===== src/wstd_pkg.sv =====
package wstd_pkg;

	localparam int unsigned DEF_NUM_SERVERS  = 16;
	localparam int unsigned DEF_TIME_WIDTH   = 48;
	localparam int unsigned DEF_WEIGHT_WIDTH = 16;

	localparam int unsigned SLOT_W      = 4;
	localparam int unsigned WEIGHT_IN_W = 16;
	localparam int unsigned DUR_W       = 20;
	localparam int unsigned NS_W        = 5;
	localparam int unsigned APB_AW      = 2;
	localparam int unsigned APB_DW      = 32;

	localparam logic [APB_AW-1:0] ADDR_NUM_SERVERS = '0;
	localparam logic [NS_W-1:0]   NUM_SERVERS_RST  = 5'd16;

	localparam logic REQ_LOAD     = 1'b0;
	localparam logic REQ_DISPATCH = 1'b1;

	typedef enum logic [5:0] {
		ST_IDLE   = 6'b000001,
		ST_SCAN_A = 6'b000010,
		ST_WAIT_A = 6'b000100,
		ST_SCAN_B = 6'b001000,
		ST_WAIT_B = 6'b010000,
		ST_COMMIT = 6'b100000
	} state_t;

	typedef struct packed {
		logic load;
		logic launch;
		logic issue;
		logic pass_b;
		logic commit;
	} cmd_t;

	typedef struct packed {
		logic last_issue;
	} stat_t;

endpackage


===== src/wstd_ram.sv =====
module wstd_ram #(
	parameter int unsigned WIDTH = 16,
	parameter int unsigned DEPTH = 16,
	localparam int unsigned ADDR_W = (DEPTH > 1) ? $clog2(DEPTH) : 1
) (
	input  logic              clk,
	input  logic              we,
	input  logic [ADDR_W-1:0] waddr,
	input  logic [WIDTH-1:0]  wdata,
	input  logic              re,
	input  logic [ADDR_W-1:0] raddr,
	output logic [WIDTH-1:0]  rdata
);

	logic [WIDTH-1:0] mem_q [DEPTH];

	always_ff @(posedge clk) begin
		if (we) begin
			mem_q[waddr] <= wdata;
		end
		if (re) begin
			rdata <= mem_q[raddr];
		end
	end

endmodule


===== src/wstd_ctrl.sv =====
module wstd_ctrl (
	input  logic            clk,
	input  logic            arst_n,
	input  logic            start,
	input  logic            req_type,
	input  wstd_pkg::stat_t stat,
	output wstd_pkg::cmd_t  cmd,
	output logic            busy
);

	import wstd_pkg::*;

	state_t state_q;
	state_t state_nx;

	always_ff @(posedge clk or negedge arst_n) begin
		if (!arst_n) begin
			state_q <= ST_IDLE;
		end else begin
			state_q <= state_nx;
		end
	end

	always_comb begin
		state_nx = state_q;
		cmd      = '0;
		case (state_q)
			ST_IDLE: begin
				if (start) begin
					if (req_type == REQ_LOAD) begin
						cmd.load = 1'b1;
					end else begin
						cmd.launch = 1'b1;
						state_nx   = ST_SCAN_A;
					end
				end
			end
			ST_SCAN_A: begin
				cmd.issue = 1'b1;
				if (stat.last_issue) begin
					state_nx = ST_WAIT_A;
				end
			end
			ST_WAIT_A: begin
				state_nx = ST_SCAN_B;
			end
			ST_SCAN_B: begin
				cmd.issue  = 1'b1;
				cmd.pass_b = 1'b1;
				if (stat.last_issue) begin
					state_nx = ST_WAIT_B;
				end
			end
			ST_WAIT_B: begin
				state_nx = ST_COMMIT;
			end
			ST_COMMIT: begin
				cmd.commit = 1'b1;
				state_nx   = ST_IDLE;
			end
			default: begin
				state_nx = ST_IDLE;
			end
		endcase
	end

	assign busy = (state_q != ST_IDLE);

endmodule


===== src/wstd_dp.sv =====
module wstd_dp #(
	parameter int unsigned NUM_SERVERS  = wstd_pkg::DEF_NUM_SERVERS,
	parameter int unsigned TIME_WIDTH   = wstd_pkg::DEF_TIME_WIDTH,
	parameter int unsigned WEIGHT_WIDTH = wstd_pkg::DEF_WEIGHT_WIDTH
) (
	input  logic                             clk,
	input  logic                             arst_n,
	input  wstd_pkg::cmd_t                   cmd,
	output wstd_pkg::stat_t                  stat,
	input  logic [wstd_pkg::NS_W-1:0]        num_servers,
	input  logic [wstd_pkg::SLOT_W-1:0]      server_slot,
	input  logic [wstd_pkg::WEIGHT_IN_W-1:0] server_weight_in,
	input  logic [wstd_pkg::DUR_W-1:0]       task_duration,
	output logic                             done,
	output logic [wstd_pkg::SLOT_W-1:0]      assigned_server
);

	import wstd_pkg::*;

	localparam int unsigned IDX_W = (NUM_SERVERS > 1) ? $clog2(NUM_SERVERS) : 1;
	localparam int unsigned SUM_W = TIME_WIDTH + 1;
	localparam logic [TIME_WIDTH-1:0] TIME_MAX = '1;

	logic [NUM_SERVERS-1:0]  bvalid_q;
	logic [NUM_SERVERS-1:0]  wvalid_q;
	logic [TIME_WIDTH-1:0]   cur_q;
	logic [TIME_WIDTH-1:0]   task_q;
	logic [TIME_WIDTH-1:0]   t0_q;
	logic [DUR_W-1:0]        dur_q;
	logic [IDX_W-1:0]        idx_q;
	logic [IDX_W-1:0]        last_idx;

	logic                    v_s1;
	logic                    pass_s1;
	logic [IDX_W-1:0]        idx_s1;
	logic                    bv_s1;
	logic                    wv_s1;

	logic                    any_free_q;
	logic [TIME_WIDTH-1:0]   earliest_q;
	logic                    found_q;
	logic [IDX_W-1:0]        best_q;
	logic [WEIGHT_WIDTH-1:0] best_w_q;
	logic                    done_q;
	logic [SLOT_W-1:0]       server_q;

	logic [TIME_WIDTH-1:0]   busy_rd;
	logic [WEIGHT_WIDTH-1:0] weight_rd;
	logic [TIME_WIDTH-1:0]   bval;
	logic [WEIGHT_WIDTH-1:0] wval;
	logic [TIME_WIDTH-1:0]   t_eff;
	logic [SUM_W-1:0]        busy_sum;
	logic [SUM_W-1:0]        task_sum;
	logic [TIME_WIDTH-1:0]   busy_new;
	logic [TIME_WIDTH-1:0]   task_new;
	logic                    slot_ok;
	logic [IDX_W-1:0]        slot_idx;
	logic                    free_a;
	logic                    free_b;

	// active server count clamped to 1..NUM_SERVERS, kept as last index
	always_comb begin
		if (num_servers == '0) begin
			last_idx = '0;
		end else if (32'(num_servers) > NUM_SERVERS) begin
			last_idx = IDX_W'(NUM_SERVERS - 1);
		end else begin
			last_idx = IDX_W'(num_servers - 1'b1);
		end
	end

	assign stat.last_issue = (idx_q == last_idx);

	assign slot_ok  = (32'(server_slot) < NUM_SERVERS);
	assign slot_idx = IDX_W'(server_slot);

	// busy entries not written since the last load or reset, and weight entries not written since reset, read as zero
	assign bval  = bv_s1 ? busy_rd : '0;
	assign wval  = wv_s1 ? weight_rd : '0;
	assign t_eff = any_free_q ? t0_q : earliest_q;

	assign free_a = (bval <= t0_q);
	assign free_b = (bval <= t_eff);

	assign busy_sum = {1'b0, t_eff} + SUM_W'(dur_q);
	assign task_sum = {1'b0, task_q} + SUM_W'(1);
	assign busy_new = busy_sum[TIME_WIDTH] ? TIME_MAX : busy_sum[TIME_WIDTH-1:0];
	assign task_new = task_sum[TIME_WIDTH] ? TIME_MAX : task_sum[TIME_WIDTH-1:0];

	wstd_ram #(
		.WIDTH (TIME_WIDTH),
		.DEPTH (NUM_SERVERS)
	) u_busy_ram (
		.clk   (clk),
		.we    (cmd.commit),
		.waddr (best_q),
		.wdata (busy_new),
		.re    (cmd.issue),
		.raddr (idx_q),
		.rdata (busy_rd)
	);

	wstd_ram #(
		.WIDTH (WEIGHT_WIDTH),
		.DEPTH (NUM_SERVERS)
	) u_weight_ram (
		.clk   (clk),
		.we    (cmd.load & slot_ok),
		.waddr (slot_idx),
		.wdata (WEIGHT_WIDTH'(server_weight_in)),
		.re    (cmd.issue),
		.raddr (idx_q),
		.rdata (weight_rd)
	);

	always_ff @(posedge clk or negedge arst_n) begin
		if (!arst_n) begin
			bvalid_q <= '0;
			wvalid_q <= '0;
			cur_q    <= '0;
			task_q   <= '0;
			idx_q    <= '0;
			v_s1     <= 1'b0;
			done_q   <= 1'b0;
		end else begin
			v_s1   <= cmd.issue;
			done_q <= cmd.commit;
			if (cmd.issue) begin
				idx_q <= stat.last_issue ? '0 : idx_q + 1'b1;
			end
			if (cmd.load) begin
				bvalid_q <= '0;
				cur_q    <= '0;
				task_q   <= '0;
				if (slot_ok) begin
					wvalid_q[slot_idx] <= 1'b1;
				end
			end
			if (cmd.commit) begin
				bvalid_q[best_q] <= 1'b1;
				cur_q            <= t_eff;
				task_q           <= task_new;
			end
		end
	end

	always_ff @(posedge clk) begin
		if (cmd.launch) begin
			t0_q  <= (cur_q > task_q) ? cur_q : task_q;
			dur_q <= task_duration;
		end
		if (cmd.issue) begin
			pass_s1 <= cmd.pass_b;
			idx_s1  <= idx_q;
			bv_s1   <= bvalid_q[idx_q];
			wv_s1   <= wvalid_q[idx_q];
		end
		// first pass: any free server, earliest busy-until time
		if (v_s1 && !pass_s1) begin
			if (idx_s1 == '0) begin
				any_free_q <= free_a;
				earliest_q <= bval;
			end else begin
				any_free_q <= any_free_q | free_a;
				if (bval < earliest_q) begin
					earliest_q <= bval;
				end
			end
		end
		// second pass: lowest weight among free servers, lower index wins ties
		if (v_s1 && pass_s1) begin
			if (idx_s1 == '0) begin
				found_q  <= free_b;
				best_q   <= '0;
				best_w_q <= wval;
			end else if (free_b && (!found_q || (wval < best_w_q))) begin
				found_q  <= 1'b1;
				best_q   <= idx_s1;
				best_w_q <= wval;
			end
		end
		if (cmd.commit) begin
			server_q <= SLOT_W'(best_q);
		end
	end

	assign done            = done_q;
	assign assigned_server = server_q;

endmodule


===== src/weighted_server_task_dispatcher_core.sv =====
// channel   ports                                              handshake
// -------   -------------------------------------------------  ------------------------------
// request   req_type, server_slot, server_weight_in,           taken when start & !busy
//           task_duration
// result    assigned_server                                    valid for one cycle with done
// config    psel, penable, pwrite, paddr, pwdata, prdata       write on psel & penable & pwrite
//
// a load item completes in the accept cycle and does not raise busy
// a dispatch item keeps busy in scan A, wait A, scan B, wait B, commit; done, registered from
// commit, rises as busy falls. busy-until and weight memories are read one entry per cycle,
// scanned twice: once for the earliest busy-until time, once for the lightest free server
// reset clears all times, the task count and every server entry at once
// the receiver cannot stall: done is a single-cycle strobe
module weighted_server_task_dispatcher_core #(
	parameter int unsigned NUM_SERVERS  = wstd_pkg::DEF_NUM_SERVERS,
	parameter int unsigned TIME_WIDTH   = wstd_pkg::DEF_TIME_WIDTH,
	parameter int unsigned WEIGHT_WIDTH = wstd_pkg::DEF_WEIGHT_WIDTH
) (
	input  logic                             clk,
	input  logic                             arst_n,
	input  logic                             start,
	output logic                             busy,
	input  logic                             req_type,
	input  logic [wstd_pkg::SLOT_W-1:0]      server_slot,
	input  logic [wstd_pkg::WEIGHT_IN_W-1:0] server_weight_in,
	input  logic [wstd_pkg::DUR_W-1:0]       task_duration,
	output logic                             done,
	output logic [wstd_pkg::SLOT_W-1:0]      assigned_server,
	input  logic                             psel,
	input  logic                             penable,
	input  logic                             pwrite,
	input  logic [wstd_pkg::APB_AW-1:0]      paddr,
	input  logic [wstd_pkg::APB_DW-1:0]      pwdata,
	output logic [wstd_pkg::APB_DW-1:0]      prdata,
	output logic                             pready
);

	import wstd_pkg::*;

	cmd_t            cmd;
	stat_t           stat;
	logic [NS_W-1:0] num_servers_q;

	assign pready = 1'b1;

	always_ff @(posedge clk or negedge arst_n) begin
		if (!arst_n) begin
			num_servers_q <= NUM_SERVERS_RST;
		end else if (psel && penable && pwrite && pready && (paddr == ADDR_NUM_SERVERS)) begin
			num_servers_q <= pwdata[NS_W-1:0];
		end
	end

	assign prdata = (paddr == ADDR_NUM_SERVERS) ? APB_DW'(num_servers_q) : '0;

	wstd_ctrl u_ctrl (
		.clk      (clk),
		.arst_n   (arst_n),
		.start    (start),
		.req_type (req_type),
		.stat     (stat),
		.cmd      (cmd),
		.busy     (busy)
	);

	wstd_dp #(
		.NUM_SERVERS  (NUM_SERVERS),
		.TIME_WIDTH   (TIME_WIDTH),
		.WEIGHT_WIDTH (WEIGHT_WIDTH)
	) u_dp (
		.clk              (clk),
		.arst_n           (arst_n),
		.cmd              (cmd),
		.stat             (stat),
		.num_servers      (num_servers_q),
		.server_slot      (server_slot),
		.server_weight_in (server_weight_in),
		.task_duration    (task_duration),
		.done             (done),
		.assigned_server  (assigned_server)
	);

endmodule


===== config.mk =====
export PLATFORM = sky130hd
export DESIGN_NAME = weighted_server_task_dispatcher_core
export DESIGN_NICKNAME = d
export VERILOG_FILES = /design/src/wstd_pkg.sv /design/src/wstd_ram.sv /design/src/wstd_ctrl.sv /design/src/wstd_dp.sv /design/src/weighted_server_task_dispatcher_core.sv
export SDC_FILE = /design/constraint.sdc
export NUM_CORES = 2
export LEC_CHECK = 0
export BUFFER_PORTS_ARGS = -buffer_cell sky130_fd_sc_hd__buf_2
export CORE_MARGIN = 10
export CORE_UTILIZATION = 29
export DETAILED_ROUTE_END_ITERATION = 6
export PLACE_DENSITY = 0.44
export SKIP_LAST_GASP = 1
export SLEW_MARGIN = 5
export SYNTH_ARGS = -nofsm -noshare
export SYNTH_HDL_FRONTEND = slang
export SYNTH_HIERARCHICAL = 1
export SYNTH_SLANG_ARGS = --single-unit

===== constraint.sdc =====
create_clock -name clk -period 8.7 [get_ports clk]
set_input_delay 1.74 -clock clk [delete_from_list [all_inputs] [get_ports clk]]
set_output_delay 1.74 -clock clk [all_outputs]
set_load 0.01 [all_outputs]

==> impl_metrics.env <==
export IMPL_outcome="finished, final reports clean"
export IMPL_fmax_ghz=0.165
export IMPL_syn_area_sq_um=60300
export IMPL_seq_area_sq_um=40800
export IMPL_yosys_warnings=6
export IMPL_crit_buf_inv=3
export IMPL_layout_drive_gt1_share_pct=19.9
export IMPL_first_global_vias=34800
export IMPL_fin_crit_sh_pct=69.7
export IMPL_critPathTopFamily="compound AO/OA/AOI/OAI gates"
export IMPL_worstPathMaxFanout=57
export IMPL_synth_edf_count=1237
export IMPL_rrSetupSlack_ns=2.63
export IMPL_n_fill_cell=19900
export IMPL_min_from="u_dp/idx_s1[3]"
export IMPL_r2r_end="u_dp/u_busy_ram/mem_q[8][39]"
export IMPL_multi_input_area_sq_um=18100
export IMPL_grt_max_degree=100
export IMPL_hold_buffers=0
export IMPL_power_uw=18600
export IMPL_setup_slack_ns=2.63
export IMPL_io_buffers=64
export IMPL_leakagePower_uw=0.0240
export IMPL_die_area_sq_um=227000
export IMPL_cts_resized=0
export IMPL_cts_made_buffers=154
export IMPL_grt_first_pass_wirelength_microns=244000
export IMPL_setup_viol=0
export IMPL_fp_row_count=167
export IMPL_worstPathCellList="buf_4 -> o21ai_0 -> ha_1 -> nand2_1 -> a211oi_1 -> a31oi_1 -> buf_4 -> nor2_2 -> buf_4 -> nand2_4 -> a31oi_1"
export IMPL_async_flop_share_pct=10.5
export IMPL_viasPerCell=4.93
export IMPL_globalRouteOverflowTotal=0
export IMPL_seq_area_frac_synth_pct=67.6
export IMPL_drc=0
export IMPL_ys_types=99
export IMPL_critPathKind="reg2reg"
export IMPL_path_common_cell="buf_4"
export IMPL_postCtsSetupBuffers=0
export IMPL_ir_drop_v=0.000268
export IMPL_slew_headroom_pct=15.1
export IMPL_rsz0062_at_grt="no"
export IMPL_h_tree_depth=4
export IMPL_antenna_found_initial=10
export IMPL_synth_cells=3719
export IMPL_fp_dieH_microns=476
export IMPL_ys_ff_latch=1382
export IMPL_min_path_type="reg2reg"
export IMPL_dp_cells=6505
export IMPL_start_kind="register"
export IMPL_track_usage_pct=14.5
export IMPL_place_ws_ns=2.67
export IMPL_insertion_delay_ns=0.82
export IMPL_hold_viol_final=0
export IMPL_crit_slowest_cell="a31oi_1"
export IMPL_holdPathEnd="u_dp/best_q[3]"
export IMPL_io_pins=120
export IMPL_fin_area_sq_um=69400
export IMPL_fin_cells=6791
export IMPL_initial_core_util_pct=29.1
export IMPL_cts_root_buf="clkbuf_16"
export IMPL_gp_congestion=0.808
export IMPL_syn_avg_cell_area_sq_um=16.2
export IMPL_wl_per_cell_microns=24.5
export IMPL_areaGrowthSynthToFinish_pct=15.0
export IMPL_required_ns=9.11
export IMPL_end_kind="register"
export IMPL_finClkSkew_ns=0.0529
export IMPL_cts_sinks=1382
export IMPL_vias=33500
export IMPL_place_area_sq_um=64200
export IMPL_crit_path_max_incr_delay_ns=1.13
export IMPL_tightest_slew_ns=1.27
export IMPL_clockBufferDepth=3
export IMPL_holdPathStages=0
export IMPL_post_dp_hpwl_microns=103000
export IMPL_period_needed_ns=6.07
export IMPL_regToRegStartpoint="u_dp/any_free_q"
export IMPL_drtPass1Iterations=5
export IMPL_layout_common_cells="1237 x edfxtp_1, 256 x mux4_2, 254 x nand2_1, 226 x ha_1, 214 x inv_1"
export IMPL_final_common_cell="edfxtp_1"
export IMPL_power_density_nw_per_um2=269
export IMPL_nNetsFinal=4182
export IMPL_max_cap_violations=0
export IMPL_slew_viol_final=0
export IMPL_path_clk_slew_ns=0.06
export IMPL_cp_data_arrival_time_ns=6.47
export IMPL_synth_ff_type="edfxtp_1"
export IMPL_tns_ns=0
export IMPL_core_region_area_sq_um=207000
export IMPL_ff2ff_path_depth=11
export IMPL_antenna_left=0
export IMPL_cts_tree="yes"
export IMPL_dieWidth_microns=476
export IMPL_drt_iter0_markers=2802
export IMPL_wl_microns=166000
[cells in the mapped netlist (all sizes together) (6+ instances only)]
cell / instances / area (sq um)
edfxtp: 1237 / 37100
mux4: 266 / 6030
nand2: 255 / 960
ha: 226 / 2830
inv: 216 / 811
o21ai: 155 / 779
dfrtp: 143 / 3580
a22oi: 132 / 991
a21oi: 121 / 609
nor2: 113 / 434
buf: 102 / 707
clkbuf: 83 / 312
and2: 77 / 489
mux2: 55 / 619
nand4: 49 / 328
nand3: 48 / 253
nor3: 41 / 228
a21o: 35 / 263
a211oi: 28 / 220
and3: 26 / 164
nor2b: 26 / 170
mux2i: 23 / 230
xor2: 22 / 193
nand2b: 19 / 119
o22ai: 19 / 119
xnor2: 18 / 158
a31oi: 17 / 113
nor4: 15 / 128
o31ai: 12 / 90.1
o211ai: 11 / 82.6
a311oi: 9 / 78.8
a31o: 9 / 78.8
a2111oi: 7 / 67.6
a41oi: 7 / 61.3
o21a: 7 / 52.6
nor3b: 6 / 55.1
[registers in the layout, indices dropped and copies added (netlist names), 4 cells and up]
name	count
num_servers_q	5
u_ctrl/state_q	6
u_dp/best_w_q	16
u_dp/u_busy_ram/rdata	48
u_dp/cur_q	48
u_dp/idx_q	4
u_dp/u_busy_ram/mem_q	768
u_dp/bvalid_q	16
u_dp/best_q	4
u_dp/idx_s1	4
u_dp/dur_q	20
u_dp/t0_q	48
u_dp/u_weight_ram/mem_q	256
u_dp/task_q	48
u_dp/earliest_q	48
u_dp/u_weight_ram/rdata	16
u_dp/wvalid_q	16
u_dp/assigned_server	4
[metrics by stage]
stage               hold slack, ns  util [%]
floorplan                    0.423         -
global placement             0.426      31.0
global route                 0.464      33.5
detailed placement           0.427      31.0
finish                       0.438      33.5
CTS                          0.439      33.5
[area by class of cell]
type | count | share of cell area (%)
Inverter | 216 | 1.17
Clock inverter | 88 | 1.53
Sequential cell | 1382 | 58.8
Multi-Input combinational cell | 1962 | 26.0
Antenna cell | 5 | 0.0180
Tap cell | 2788 | 5.03
Clock buffer | 192 | 5.88
Timing Repair Buffer | 158 | 1.54
[worst max path at each step]
stage	slack, ns	endpoint	startpoint	cells past startpoint
after detailed placement	2.67	u_dp/u_busy_ram/mem_q[9][39]	u_dp/any_free_q	11
after global placement	2.74	u_dp/u_busy_ram/mem_q[10][39]	u_dp/any_free_q	11
after floorplan	3.46	u_dp/u_busy_ram/mem_q[0][0]	u_ctrl/state_q[3]	5
after CTS	2.61	u_dp/u_busy_ram/mem_q[8][39]	u_dp/any_free_q	11
after global routing	2.14	u_dp/u_busy_ram/mem_q[8][39]	u_dp/any_free_q	11
final	2.63	u_dp/u_busy_ram/mem_q[8][39]	u_dp/any_free_q	11
[report_power, final]
part / total (uW) / leakage (uW) / switching, uW / internal [uW]
clock network: 6560 / 0.00248 / 2790 / 3760
logic: 4030 / 0.00843 / 2340 / 1690
registers: 8050 / 0.0131 / 222 / 7820
[kinds of logic (layout without fill, tap and decap cells)]
family / count (synthesis) / after routing / synth area share, %
flops: 1382 / 1382 / 67.6
simple gates: 706 / 706 / 5.93
compound gates: 614 / 614 / 6.66
buf+inv: 401 / 654 / 3.03
mux: 344 / 344 / 11.4
fa+ha+maj: 230 / 230 / 4.77
xor+xnor: 40 / 40 / 0.581
other cells: 2 / 33 / 0.0125
[routing by layer]
metal | vias to the layer above | track usage [%] | wire length [microns]
met5 | - | 0 | 13
met3 | 203 | 2.21 | 6590
met2 | 669 | 22.8 | 76000
met1 | 17700 | 21.0 | 79600
li1 | 14900 | - | -
met4 | 2 | 3.87 | 3880
Power figures use the tool's default switching activity.
